File: config.mk
export PLATFORM = sky130hd
export DESIGN_NAME = announce_query_parser_unit
export DESIGN_NICKNAME = d
export VERILOG_FILES = /design/src/hdl/aqp_pkg.sv /design/src/hdl/aqp_front.sv /design/src/hdl/aqp_queue.sv /design/src/hdl/aqp_back.sv /design/src/hdl/announce_query_parser_unit.sv
export SDC_FILE = /design/constraint.sdc
export NUM_CORES = 2
export LEC_CHECK = 0
export ABC_CLOCK_PERIOD_IN_PS = 24300
export BUFFER_PORTS_ARGS = -buffer_cell sky130_fd_sc_hd__buf_2
export CORE_MARGIN = 2
export CORE_UTILIZATION = 40
export CTS_BUF_LIST = sky130_fd_sc_hd__clkbuf_16
export CTS_CLUSTER_SIZE = 25
export DETAILED_ROUTE_END_ITERATION = 16
export PLACE_DENSITY = 0.66
export SETUP_SLACK_MARGIN = 0.5
export SLEW_MARGIN = 30
export SYNTH_ARGS = -nofsm -noshare
export SYNTH_HDL_FRONTEND = slang
export SYNTH_SLANG_ARGS = --single-unit
File: constraint.sdc
create_clock -name clk -period 24.3 [get_ports clk]
set_clock_uncertainty 0.15 [all_clocks]
set_input_delay 1.215 -clock clk [delete_from_list [all_inputs] [get_ports clk]]
set_output_delay 1.215 -clock clk [all_outputs]
set_load 0.01 [all_outputs]
File: src/hdl/aqp_pkg.sv
// Shared types, constants and helpers of the announce query parser.
package aqp_pkg;

	localparam int HASH_CHARS = 40;
	localparam int HASH_WORDS = 5;
	localparam int HASH_BITS = HASH_WORDS * 64;
	localparam int IDX_W = $clog2(HASH_CHARS);
	localparam int STG_W = $clog2(HASH_CHARS + 3);
	localparam int MAX_NUMBER_CHARS = 99;
	localparam int PORT_MAX = 65335;
	localparam int RESULTS = 2 + HASH_WORDS;
	localparam int RES_W = $clog2(RESULTS);

	localparam logic [7:0] CH_AMP = 8'h26;
	localparam logic [7:0] CH_EQ = 8'h3D;
	localparam logic [7:0] CH_PCT = 8'h25;
	localparam logic [7:0] CH_SPACE = 8'h20;
	localparam logic [7:0] CH_PLUS = 8'h2B;
	localparam logic [7:0] CH_MINUS = 8'h2D;
	localparam logic [7:0] CH_ZERO = 8'h30;
	localparam logic [7:0] CH_NINE = 8'h39;

	typedef enum logic [1:0] {
		TOK_EMPTY,
		TOK_NAME,
		TOK_VALUE
	} tok_phase_t;

	typedef enum logic [1:0] {
		NUM_WS,
		NUM_SIGN,
		NUM_DIGITS,
		NUM_STOP
	} num_phase_t;

	typedef enum logic [1:0] {
		KIND_LEFT,
		KIND_PORT,
		KIND_HASH
	} kind_t;

	// Results of one query, handed from the parser to the emitter.
	typedef struct packed {
		logic [63:0]            left;
		logic signed [16:0]     port;
		logic [HASH_BITS-1:0]   hash;
	} snap_t;

	// Key names: 0 left, 1 hash key, 2 port.
	function automatic logic [3:0] key_len(input int k);
		case (k)
			0: key_len = 4'd4;
			1: key_len = 4'd9;
			default: key_len = 4'd4;
		endcase
	endfunction

	function automatic logic [7:0] key_char(input int k, input logic [3:0] i);
		logic [7:0] c;
		c = 8'h00;
		case (k)
			0: begin
				case (i)
					4'd0: c = "l";
					4'd1: c = "e";
					4'd2: c = "f";
					4'd3: c = "t";
					default: c = 8'h00;
				endcase
			end
			1: begin
				case (i)
					4'd0: c = "i";
					4'd1: c = "n";
					4'd2: c = "f";
					4'd3: c = "o";
					4'd4: c = "_";
					4'd5: c = "h";
					4'd6: c = "a";
					4'd7: c = "s";
					default: c = "h";
				endcase
			end
			default: begin
				case (i)
					4'd0: c = "p";
					4'd1: c = "o";
					4'd2: c = "r";
					4'd3: c = "t";
					default: c = 8'h00;
				endcase
			end
		endcase
		return c;
	endfunction

	function automatic logic [7:0] hex_digit(input logic [3:0] n);
		return (n < 4'd10) ? (8'h30 + {4'd0, n}) : (8'h57 + {4'd0, n});
	endfunction

endpackage

File: src/hdl/aqp_front.sv
// Parser front: one byte a cycle while accepted; builds left, port and hash text.
module aqp_front (
	input  logic           clk,
	input  logic           arst_n,
	input  logic           accept,
	input  logic [7:0]     ch,
	input  logic           end_of_query,
	output logic           push,
	output aqp_pkg::snap_t snap
);
	import aqp_pkg::*;

	logic [7:0]        text_q [HASH_CHARS];
	logic [7:0]        stage_q [HASH_CHARS];
	logic [7:0]        text_d [HASH_CHARS];
	logic [STG_W-1:0]  stg_cnt_q;
	logic [1:0]        pct_q;
	logic              stop_q;
	tok_phase_t        tok_q;
	logic [2:0]        match_q;
	logic [3:0]        nlen_q;
	logic              terr_q;
	logic [6:0]        vlen_q;
	num_phase_t        nph_q;
	logic              neg_q;
	logic              bad_q;
	logic [63:0]       acc_q;
	logic [63:0]       left_q;
	logic signed [16:0] port_q;

	logic              tok_ok;
	logic [63:0]       nres;
	logic [31:0]       port_low;
	logic [63:0]       fin_left;
	logic signed [16:0] fin_port;
	logic [67:0]       acc_next;
	logic [67:0]       limit;
	logic [STG_W-1:0]  pct_idx;
	logic [STG_W-1:0]  stg_plus2;
	logic [STG_W-1:0]  stg_plus1;
	logic              is_digit;
	logic              val_char;

	// Finish of the current parameter
	always_comb begin
		tok_ok = (tok_q == TOK_VALUE) && !terr_q && (nlen_q != 4'd0) && (vlen_q != 7'd0);
		if ((vlen_q > 7'(MAX_NUMBER_CHARS)) || (vlen_q == 7'd127) || bad_q ||
				(nph_q == NUM_WS) || (nph_q == NUM_SIGN)) begin
			nres = '1;
		end else begin
			nres = neg_q ? (64'd0 - acc_q) : acc_q;
		end
		port_low = nres[31:0];
		fin_left = left_q;
		if (tok_ok && match_q[0] && (nlen_q == key_len(0))) begin
			fin_left = nres;
		end
		fin_port = port_q;
		if (tok_ok && match_q[2] && (nlen_q == key_len(2))) begin
			fin_port = (port_low[31] || (port_low > 32'(PORT_MAX))) ? '1 : port_low[16:0];
		end
		for (int i = 0; i < HASH_CHARS; i++) begin
			text_d[i] = (tok_ok && match_q[1] && (nlen_q == key_len(1)) &&
				(STG_W'(i) < stg_cnt_q)) ? stage_q[i] : text_q[i];
		end
	end

	// Snapshot pushed on the end marker
	always_comb begin
		push = accept && end_of_query;
		snap.left = fin_left;
		snap.port = fin_port;
		snap.hash = '0;
		for (int b = 0; b < HASH_WORDS * 8; b++) begin
			if (b < HASH_CHARS) begin
				snap.hash[b*8 +: 8] = text_d[b];
			end
		end
	end

	// Number and hash helpers; limit is 2^63 for a negative value, 2^63-1 otherwise
	always_comb begin
		is_digit = (ch >= CH_ZERO) && (ch <= CH_NINE);
		acc_next = {acc_q, 3'b000} + {3'b000, acc_q, 1'b0} + {64'd0, ch[3:0] - CH_ZERO[3:0]};
		limit = neg_q ? {4'd0, 1'b1, 63'd0} : {4'd0, 1'b0, {63{1'b1}}};
		pct_idx = stg_cnt_q + STG_W'(2) - STG_W'(pct_q);
		stg_plus1 = stg_cnt_q + STG_W'(1);
		stg_plus2 = stg_cnt_q + STG_W'(2);
		val_char = accept && !end_of_query && (ch != CH_AMP) && (ch != CH_EQ) &&
			(tok_q == TOK_VALUE);
	end

	// Hash text staging
	always_ff @(posedge clk) begin
		if (val_char) begin
			if (pct_q != 2'd0) begin
				if (pct_idx < STG_W'(HASH_CHARS)) begin
					stage_q[pct_idx[IDX_W-1:0]] <= ch;
				end
			end else if (!stop_q && (stg_cnt_q < STG_W'(HASH_CHARS)) && (ch != CH_PCT)) begin
				stage_q[stg_cnt_q[IDX_W-1:0]] <= hex_digit(ch[7:4]);
				if (stg_plus1 < STG_W'(HASH_CHARS)) begin
					stage_q[stg_plus1[IDX_W-1:0]] <= hex_digit(ch[3:0]);
				end
			end
		end
	end

	// Parser state
	always_ff @(posedge clk or negedge arst_n) begin
		if (!arst_n) begin
			for (int i = 0; i < HASH_CHARS; i++) begin
				text_q[i] <= '0;
			end
			stg_cnt_q <= '0;
			pct_q <= '0;
			stop_q <= 1'b0;
			tok_q <= TOK_EMPTY;
			match_q <= 3'b111;
			nlen_q <= '0;
			terr_q <= 1'b0;
			vlen_q <= '0;
			nph_q <= NUM_WS;
			neg_q <= 1'b0;
			bad_q <= 1'b0;
			acc_q <= '0;
			left_q <= '1;
			port_q <= '1;
		end else if (accept) begin
			if (end_of_query || (ch == CH_AMP)) begin
				stg_cnt_q <= '0;
				pct_q <= '0;
				stop_q <= 1'b0;
				tok_q <= TOK_EMPTY;
				match_q <= 3'b111;
				nlen_q <= '0;
				terr_q <= 1'b0;
				vlen_q <= '0;
				nph_q <= NUM_WS;
				neg_q <= 1'b0;
				bad_q <= 1'b0;
				acc_q <= '0;
				if (end_of_query) begin
					for (int i = 0; i < HASH_CHARS; i++) begin
						text_q[i] <= '0;
					end
					left_q <= '1;
					port_q <= '1;
				end else begin
					text_q <= text_d;
					left_q <= fin_left;
					port_q <= fin_port;
				end
			end else if (ch == CH_EQ) begin
				if (tok_q == TOK_VALUE) begin
					terr_q <= 1'b1;
				end
				tok_q <= TOK_VALUE;
			end else if (tok_q != TOK_VALUE) begin
				// name character: narrow the key candidates
				for (int w = 0; w < 3; w++) begin
					if ((nlen_q >= key_len(w)) ||
							(key_char(w, (nlen_q < 4'd9) ? nlen_q : 4'd8) != ch)) begin
						match_q[w] <= 1'b0;
					end
				end
				if (nlen_q != 4'd15) begin
					nlen_q <= nlen_q + 4'd1;
				end
				tok_q <= TOK_NAME;
			end else begin
				// value character: integer parse
				if (!bad_q && (nph_q != NUM_STOP)) begin
					if (ch == 8'h00) begin
						if ((nph_q == NUM_DIGITS) || (vlen_q == 7'd0)) begin
							nph_q <= NUM_STOP;
						end else begin
							bad_q <= 1'b1;
						end
					end else if ((nph_q == NUM_WS) &&
							((ch == CH_SPACE) || ((ch >= 8'h09) && (ch <= 8'h0D)))) begin
						nph_q <= NUM_WS;
					end else if ((nph_q == NUM_WS) && ((ch == CH_PLUS) || (ch == CH_MINUS))) begin
						neg_q <= (ch == CH_MINUS);
						nph_q <= NUM_SIGN;
					end else if (!is_digit) begin
						bad_q <= 1'b1;
					end else begin
						if (acc_next > limit) begin
							bad_q <= 1'b1;
						end else begin
							acc_q <= acc_next[63:0];
						end
						nph_q <= NUM_DIGITS;
					end
				end
				// value character: hash text count
				if (pct_q != 2'd0) begin
					pct_q <= pct_q - 2'd1;
					if (pct_q == 2'd1) begin
						if (stg_plus2 >= STG_W'(HASH_CHARS)) begin
							stg_cnt_q <= STG_W'(HASH_CHARS);
							stop_q <= 1'b1;
						end else begin
							stg_cnt_q <= stg_plus2;
						end
					end
				end else if (!stop_q && (stg_cnt_q < STG_W'(HASH_CHARS))) begin
					if (ch == CH_PCT) begin
						pct_q <= 2'd2;
					end else begin
						if (stg_plus2 >= STG_W'(HASH_CHARS)) begin
							stg_cnt_q <= STG_W'(HASH_CHARS);
							stop_q <= 1'b1;
						end else begin
							stg_cnt_q <= stg_plus2;
						end
					end
				end
				if (vlen_q != 7'd127) begin
					vlen_q <= vlen_q + 7'd1;
				end
			end
		end
	end

endmodule

File: src/hdl/aqp_queue.sv
// Two-entry queue of finished query snapshots between parser and emitter.
module aqp_queue (
	input  logic           clk,
	input  logic           arst_n,
	input  logic           push,
	input  aqp_pkg::snap_t wr_data,
	input  logic           pop,
	output aqp_pkg::snap_t rd_data,
	output logic           empty,
	output logic           full
);
	import aqp_pkg::*;

	snap_t       mem_q [2];
	logic        wr_ptr_q;
	logic        rd_ptr_q;
	logic [1:0]  count_q;

	assign empty = (count_q == 2'd0);
	assign full = (count_q == 2'd2);
	assign rd_data = mem_q[rd_ptr_q];

	// Storage
	always_ff @(posedge clk) begin
		if (push) begin
			mem_q[wr_ptr_q] <= wr_data;
		end
	end

	// Pointers and fill count
	always_ff @(posedge clk or negedge arst_n) begin
		if (!arst_n) begin
			wr_ptr_q <= 1'b0;
			rd_ptr_q <= 1'b0;
			count_q <= '0;
		end else begin
			if (push) begin
				wr_ptr_q <= ~wr_ptr_q;
			end
			if (pop) begin
				rd_ptr_q <= ~rd_ptr_q;
			end
			count_q <= count_q + {1'b0, push} - {1'b0, pop};
		end
	end

endmodule

File: src/hdl/aqp_back.sv
// Result emitter: turns each snapshot into left, port and hash word beats.
module aqp_back (
	input  logic             clk,
	input  logic             arst_n,
	input  aqp_pkg::snap_t   rd_data,
	input  logic             empty,
	output logic             pop,
	output logic             out_valid,
	input  logic             out_ready,
	output aqp_pkg::kind_t   out_kind,
	output logic [2:0]       out_word,
	output logic [63:0]      out_value,
	output logic             out_last
);
	import aqp_pkg::*;

	logic [RES_W-1:0] idx_q;
	logic             load;
	logic [RES_W-1:0] widx;

	assign load = !empty && (!out_valid || out_ready);
	assign pop = load && (idx_q == RES_W'(RESULTS - 1));
	assign widx = idx_q - RES_W'(2);

	// Beat counter within a query
	always_ff @(posedge clk or negedge arst_n) begin
		if (!arst_n) begin
			idx_q <= '0;
			out_valid <= 1'b0;
		end else begin
			if (load) begin
				idx_q <= pop ? '0 : idx_q + RES_W'(1);
			end
			if (load) begin
				out_valid <= 1'b1;
			end else if (out_ready) begin
				out_valid <= 1'b0;
			end
		end
	end

	// Output beat register
	always_ff @(posedge clk) begin
		if (load) begin
			out_last <= (idx_q == RES_W'(RESULTS - 1));
			case (idx_q)
				RES_W'(0): begin
					out_kind <= KIND_LEFT;
					out_word <= '0;
					out_value <= rd_data.left;
				end
				RES_W'(1): begin
					out_kind <= KIND_PORT;
					out_word <= '0;
					out_value <= 64'(rd_data.port);
				end
				default: begin
					out_kind <= KIND_HASH;
					out_word <= 3'(widx);
					out_value <= rd_data.hash[widx*64 +: 64];
				end
			endcase
		end
	end

endmodule

File: src/hdl/announce_query_parser_unit.sv
// The end-of-query beat queues its snapshot; the emitter loads the first result beat into its
// output register. One query byte is taken per cycle while s_tready is high; each query then
// yields 7 result beats, one a cycle while m_tready is high, set by this single output register.
// A two-snapshot queue decouples parser and emitter; while both entries are held s_tready is
// low, so queries shorter than 7 beats stall the input until the emitter frees an entry.
// Reset (arst_n low, asynchronous): parser cleared, left/port -1, hash zero, queue/output empty.
module announce_query_parser_unit (
	input  logic        clk,
	input  logic        arst_n,
	input  logic        s_tvalid,
	output logic        s_tready,
	input  logic [7:0]  s_tdata,  // [7:0] ch
	input  logic        s_tlast,  // end_of_query
	output logic        m_tvalid,
	input  logic        m_tready,
	output logic [71:0] m_tdata,  // [2:0] word_index, [66:3] value, rest zero
	output logic [1:0]  m_tuser,  // [1:0] kind
	output logic        m_tlast   // last
);
	import aqp_pkg::*;

	logic   accept;
	logic   push;
	logic   pop;
	logic   empty;
	logic   full;
	snap_t  wr_snap;
	snap_t  rd_snap;
	kind_t  kind;
	logic [2:0]  word_index;
	logic [63:0] value;

	assign s_tready = !full;
	assign accept = s_tvalid && s_tready;

	aqp_front u_front (
		.clk          (clk),
		.arst_n       (arst_n),
		.accept       (accept),
		.ch           (s_tdata),
		.end_of_query (s_tlast),
		.push         (push),
		.snap         (wr_snap)
	);

	aqp_queue u_queue (
		.clk     (clk),
		.arst_n  (arst_n),
		.push    (push),
		.wr_data (wr_snap),
		.pop     (pop),
		.rd_data (rd_snap),
		.empty   (empty),
		.full    (full)
	);

	aqp_back u_back (
		.clk       (clk),
		.arst_n    (arst_n),
		.rd_data   (rd_snap),
		.empty     (empty),
		.pop       (pop),
		.out_valid (m_tvalid),
		.out_ready (m_tready),
		.out_kind  (kind),
		.out_word  (word_index),
		.out_value (value),
		.out_last  (m_tlast)
	);

	// Pack the result beat
	assign m_tdata = {5'd0, value, word_index};
	assign m_tuser = kind;

endmodule

Yosys cells after proc, flatten, opt, wreduce, memory -nomap -nowiden:

Memories as Yosys holds them, arrays and structs flattened.
Cells that the tools add are included.

* flip-flop bits (word level): 573
* bits in writable memories: 1122
* bits in read-only memories: 48
* bits of input ports: 13
* output and inout bits: 77
* word-level logic and storage cells: 486
* memories: 3

Memory list
* u_queue.mem_q: depth 2, width 401, read ports 1, clocked after memory_dff 0, wr ports 1, RTL line aqp_queue.sv:14 `snap_t mem_q [2];`
* u_front.stage_q: depth 40, width 8, read ports 40, clocked after memory_dff 0, wr ports 2, RTL line aqp_front.sv:14 `logic [7:0] stage_q [HASH_CHARS];`
* (no name shown): depth 8, width 6, read ports 1, clocked after memory_dff 0, wr ports 0, RTL line aqp_pkg.sv:72 `case (i)`

* add/subtract/negate cells: 17
* magnitude comparators: 56
* equal/unequal tests: 42
* shift operators: 1
* muxes and demuxes: 175
* bitwise logic cells: 2
* reductions and logical operators: 125

Operator list (count)
* 64-bit 2-to-1 mux: 14
* 8-bit 2-to-1 mux: 56
* 320-bit 2-to-1 mux: 1
* 320-bit by 10-bit variable part select with 64-bit output: 1
* 64-bit one-hot mux with 2 select lines: 1
* 5-bit by 6-bit < comparator with 1-bit output (first input constant): 16
* 67-bit by 65-bit adder with 68-bit output: 1
* 68-bit by 4-bit adder with 68-bit output: 1
* 68-bit greater-than comparator: 1
* 1-bit logical AND: 64
* 1-bit by 64-bit subtractor with 64-bit output (first input constant): 1
* 7-bit one-hot mux with 4 select lines: 2
* 6-bit 2-to-1 mux: 9
* 4-bit 2-to-1 mux: 13
* 17-bit 2-to-1 mux: 3
* 1-bit 2-to-1 mux: 49
* 8-bit by 6-bit equality test with 1-bit output (second input constant): 6
* 4-bit by 6-bit < comparator with 1-bit output (first input constant): 8
* 6-bit < comparator (first input constant): 8
* 2-bit 2-to-1 mux: 18
* 32-bit by 16-bit greater-than comparator with 1-bit output (second input constant): 1
* 7-bit 2-to-1 mux: 4
* 2-bit nonzero test: 13
* 3-bit by 6-bit < comparator with 1-bit output (first input constant): 4
* 65 further kinds: 123

Longest topological paths before layout:

* depth after elaboration: 14
* gate-level depth with buffers: 26
* gate-level depth less buffers: 24

Modules after synthesis:

A second synthesis with hierarchy kept.

* cells, all modules: 5974
* area, all modules: 81588.2 µm²

By module, submodules not included
* aqp_front: times used 1, cells an instance 4169, area each 44470.2 µm²
* aqp_queue: times used 1, cells an instance 1263, area each 31038.5 µm²
* aqp_back: times used 1, cells an instance 534, area each 6028.3 µm²
* announce_query_parser_unit: times used 1, cells an instance 8, area each 51.3 µm²

Worst setup path before layout:

Ideal clock, no wire load.

* kind: in2reg
* from: in s_tvalid
* to: mem u_queue.mem_q[0][0] in the netlist's numbering, enable pin
* arrival time: 18278 ps
* slack: 4697 ps
* stages: 4
* path buffers: 1
* cell sequence: and2_1 clkbuf_1 nand2_1 nor2_1

* longest elaborated chain between the ends: 4

RTL lines
* start: declaration: RTL line announce_query_parser_unit.sv:10 `input logic s_tvalid,`
* 1-bit logical AND: RTL line announce_query_parser_unit.sv:34 `assign accept = s_tvalid && s_tready;`
* 1-bit logical AND: RTL line aqp_front.sv:70 `push = accept && end_of_query;`
* 1-bit 2-to-1 mux: RTL line aqp_queue.sv:25 `if (push) begin`
* 1-bit 2-to-1 mux (not written as such): RTL line aqp_queue.sv:26 `mem_q[wr_ptr_q] <= wr_data;`
* end: declaration: RTL line aqp_queue.sv:14

No other way between the ends.

Worst setup path after layout:

* from: in s_tdata[3]
* to: reg u_front.acc_q[50]

* longest elaborated chain between the ends: 10
* elaborated cells between the ends (all ways): 37
* those cells by class: 1 x add/sub; 5 x order compare; 11 x eq/ne; 9 x mux; 11 x reduce/logical

RTL lines
* start: declaration: RTL line announce_query_parser_unit.sv:12 `input logic [7:0] s_tdata,`
* branches (longest 10 deep; another with 68-bit by 4-bit adder with 68-bit output)
* end signal: assignment: RTL line aqp_front.sv:192 `acc_q <= acc_next[63:0];`
* end: declaration: RTL line aqp_front.sv:27 `logic [63:0] acc_q;`

Parallel ways; which one is timed is not known. The select of a mux whose other input is x is not followed.
A chain may end at the register's enable or synchronous reset.

==> key figures <==
Timing
  – Period utilisation layout: 35.1%
  – RSZ-0062 raised after global routing: false
  – Tmin final: 8.53 ns
  – Hold Fails Final Rpt: 0
  – Slew @ Worst Pin: 1.01 ns
  – Final Max Slew Viols: 0
  – F_max: 117 MHz
  – Setup violators final: 0
  – Min Hold Slack: 0.245 ns
  – Setup TNS Final: 0 ns
  – Slew Limit Headroom: 32.8%
  – Final worst slack: 15.77 ns

Power and ir drop
  – Pint: 5.28 mW
  – Reported net switching power: 2.50 mW
  – Clk pwr share: 31.6%
  – Comb power frac: 23.2%
  – Sw frac: 32.1%
  – Leakage: 33.1 nW
  – Flop pwr share: 45.2%
  – Worst VDD drop: 88.2 uV
  – Pwr dens: 90.9 nW/um^2

Clock network
  – Root buffer cell: clkbuf_16
  – Hold-fix buffers, CTS: 0
  – Post-CTS Setup Bufs: 0
  – H-tree depth: 4
  – Clock Sinks: 1694
  – Later-pin clock latency in the skew report: 0.85 ns
  – Num CTS Buffers: 165
  – Reg clk slew, reported paths: 0.06 ns
  – CTS tree: built
  – Cts repair resizes: 0
  – CTS max path bufs: 3

Finish
  – Layout cells sized above 1: 18.2%
  – FF+latch area: 48100 um^2
  – Final #Nets: 5831
  – Final Core Density: 44.9%
  – Final Instance Area: 85500 um^2
  – FILL cells: 16.8k
  – Multi-input logic area: 27100 um^2
  – Area delta synth->final: 11.3%

Status
  – Outcome: completed

Setup path
  – Data required, critical path: 24.91 ns
  – R2R Setup Slk: 15.95 ns
  – Startpoint types: primary input
  – CP Data Arrival Time: 9.14 ns
  – CP max-delay cell: and3_1
  – Worst r2r src: u_front.acc_q[10]
  – Crit end category: flip-flop
  – Worst path cell trace: buf_2 > fa_1 > ha_1 > a211oi_1 > o211ai_1 > nand2_1 > o2111ai_1 > a31oi_1 > a31oi_1 > a21oi_1 > o21ai_0 > xnor2_1 > ha_1 > nand4_1 > nor4_1 > nand2_1 > o31a_1 > a221o_1 > a41o_1 > a221oi_1 > o31a_1 > and3_1 > buf_4 > a2bb2o_1
  – Crit path kind: in -> reg
  – Critical-path maximum fanout: 35
  – Delay-heaviest family, CP: compound AO/OA/AOI/OAI gates
  – Crit-path max cell delay: 0.70 ns
  – FF-to-FF path depth: 23
  – Reg2reg end: u_front.acc_q[50]
  – Buf/Inv on CP: 2

Route
  – Initial DRC count: 5551
  – # DRC: 0
  – Antenna-violating nets left: 0
  – Final WL: 216 mm
  – Drt via density: 6.05
  – Drt pass-1 iters: 6
  – DR WL/cell: 26.2 um
  – Vias: 49.9k

Die
  – Initial core utilization: 40.3%
  – Die Area: 196000 um^2
  – Die height: 442 um
  – Boundary Pins: 90
  – Core ar.: 191000 um^2
  – Row count: 160
  – Chip width: 442 um

Yosys
  – Post-synth EDFFs: 1152
  – Post-synthesis async set-or-reset flop share: 29.6%
  – Gate count after technology mapping: 5602
  – Sequential cell area fraction in the yosys report: 62.5%
  – Cell variety after synth: 86
  – Synthesis Warnings: 0
  – Most used DFF post-synth: edfxtp_1
  – Netlist Area Pre-Place: 76900 um^2
  – Flops & latches, synth: 1694
  – Mean Syn Cell Area: 13.7 um^2

Placement
  – I/O Buffers: 84
  – GPL Wtd Cong: 0.914
  – Pre-CTS WS: 15.13 ns
  – Area after DPL: 80300 um^2
  – DP HPWL: 134 mm

Global routing
  – Largest net degree at the start of global routing: 178
  – GRT overflow: 0
  – Initial antenna violation count: 10
  – Gr usage total: 21.6%
  – Vias in the first global route: 49.1k
  – First-pass GRT wire length: 322 mm

Job
  – Max Cap Violations: 0

Hold path
  – HP Class: in -> async
==> flip-flops by register name (all words and copies together), names as in the netlist, 3 cells and up <==
register	cells
u_front.vlen_q	7
u_front.match_q	3
u_front.nlen_q	4
u_back.idx_q	3
u_front.acc_q	64
u_back.out_value	64
u_front.stage_q	320
u_front.stg_cnt_q	5
u_queue.mem_q	802
u_back.out_word	3
u_front.left_q	64
u_front.text_q	320
u_front.port_q	17
==> layer usage <==
layer	vias to the layer above	part of all wire (%)	GRT usage (%)
li1	21616	-	-
met1	25953	42	29.8
met2	2020	48	34.6
met3	335	6.6	3.07
met4	4	3.3	7.85
met5	-	0.014	0
==> layout make-up <==
class / instances / area share, %
antenna: 6 / 0.0176
clock buffer: 166 / 4.86
clock inverter: 146 / 1.16
inverter: 144 / 0.635
multi-input combinational: 3397 / 31.7
sequential: 1694 / 56.2
tap: 2511 / 3.67
timing repair buffer: 186 / 1.73
==> synthesized netlist by cell type (all sizes together) (27+ instances only) <==
cell    instances  area, um^2
nand4          46         288
mux4          128        2880
mux2i         150        1500
nand2         288        1080
xnor2         114         998
a21oi         267        1340
dfrtp         418       10500
o22ai         141         882
clkbuf        325        1220
edfxtp       1152       34600
dfstp          84        2210
a21o           35         263
dfxtp          40         801
a221oi         41         359
a2bb2o         49         490
o22a           63         552
o21ai         196         981
a31oi          69         438
xor2           27         236
mux2          335        3770
nand3          59         295
nor2          403        1510
nor3           48         240
inv           143         537
a22o          322        2820
o221ai         54         473
ha            227        2840
buf            46         206
==> per-stage QoR <==
step	std cells	total power [mW]
finish	8250	7.78
detailed placement	7928	5.39
global placement	7922	5.37
global route	8249	8.03
CTS	8240	7.83
floorplan	5606	4.65
==> power groups by stage <==
stage / Sequential [mW] / Combinational, mW / Clock, mW
final: 3.51 / 1.81 / 2.46
after global routing: 3.53 / 1.89 / 2.60
after CTS: 3.52 / 1.82 / 2.50
after detailed placement: 3.57 / 1.81 / 0
after global placement: 3.56 / 1.80 / 0
after floorplan: 3.64 / 1.02 / 0
==> cell families (layout without fill, tap and decap cells) <==
| family | Yosys count | count (layout) | share of synthesized area (%) |
|---|---|---|---|
| DFF | 1694 | 1694 | 62.5 |
| AOI/OAI and AO/OA | 1401 | 1401 | 13.0 |
| and+or+nand+nor | 1007 | 1007 | 5.95 |
| muxes | 613 | 613 | 10.6 |
| buffers and inverters | 515 | 642 | 2.56 |
| adders and majority gates | 230 | 230 | 3.77 |
| xor gates and xnor gates | 141 | 141 | 1.61 |
| other | 1 | 11 | 0.00488 |
==> cell usage in the layout (no fill, tap or decap), drive strengths merged, types with 19 or more instances in the layout <==
master	n
a211oi	19
a21o	35
a21oi	267
a221oi	41
a22o	322
a22oi	20
a2bb2o	49
a31oi	69
buf	185
clkbuf	167
clkinv	66
dfrtp	418
dfstp	84
dfxtp	40
edfxtp	1152
ha	227
inv	212
mux2	335
mux2i	150
mux4	128
nand2	288
nand2b	23
nand3	59
nand4	46
nor2	403
nor3	48
o21ai	196
o221ai	54
o22a	63
o22ai	141
o31ai	23
or3	22
xnor2	114
xor2	27
==> how the worst max path moves through the flow <==
| stage | start | to | slack [ns] | cells after the start |
|---|---|---|---|---|
| 2_1_floorplan | s_tvalid | u_queue.mem_q[0][0] | 4.70 | 4 |
| 3_3_place_gp | s_tdata[3] | u_front.acc_q[12] | 15.19 | 23 |
| 3_5_place_dp | s_tdata[3] | u_front.acc_q[50] | 15.13 | 24 |
| 4_1_cts | s_tdata[3] | u_front.acc_q[50] | 15.99 | 24 |
| 5_1_grt | s_tdata[3] | u_front.acc_q[50] | 15.35 | 24 |
| 6_report | s_tdata[3] | u_front.acc_q[50] | 15.77 | 24 |
(Power assumes the default switching activity.)
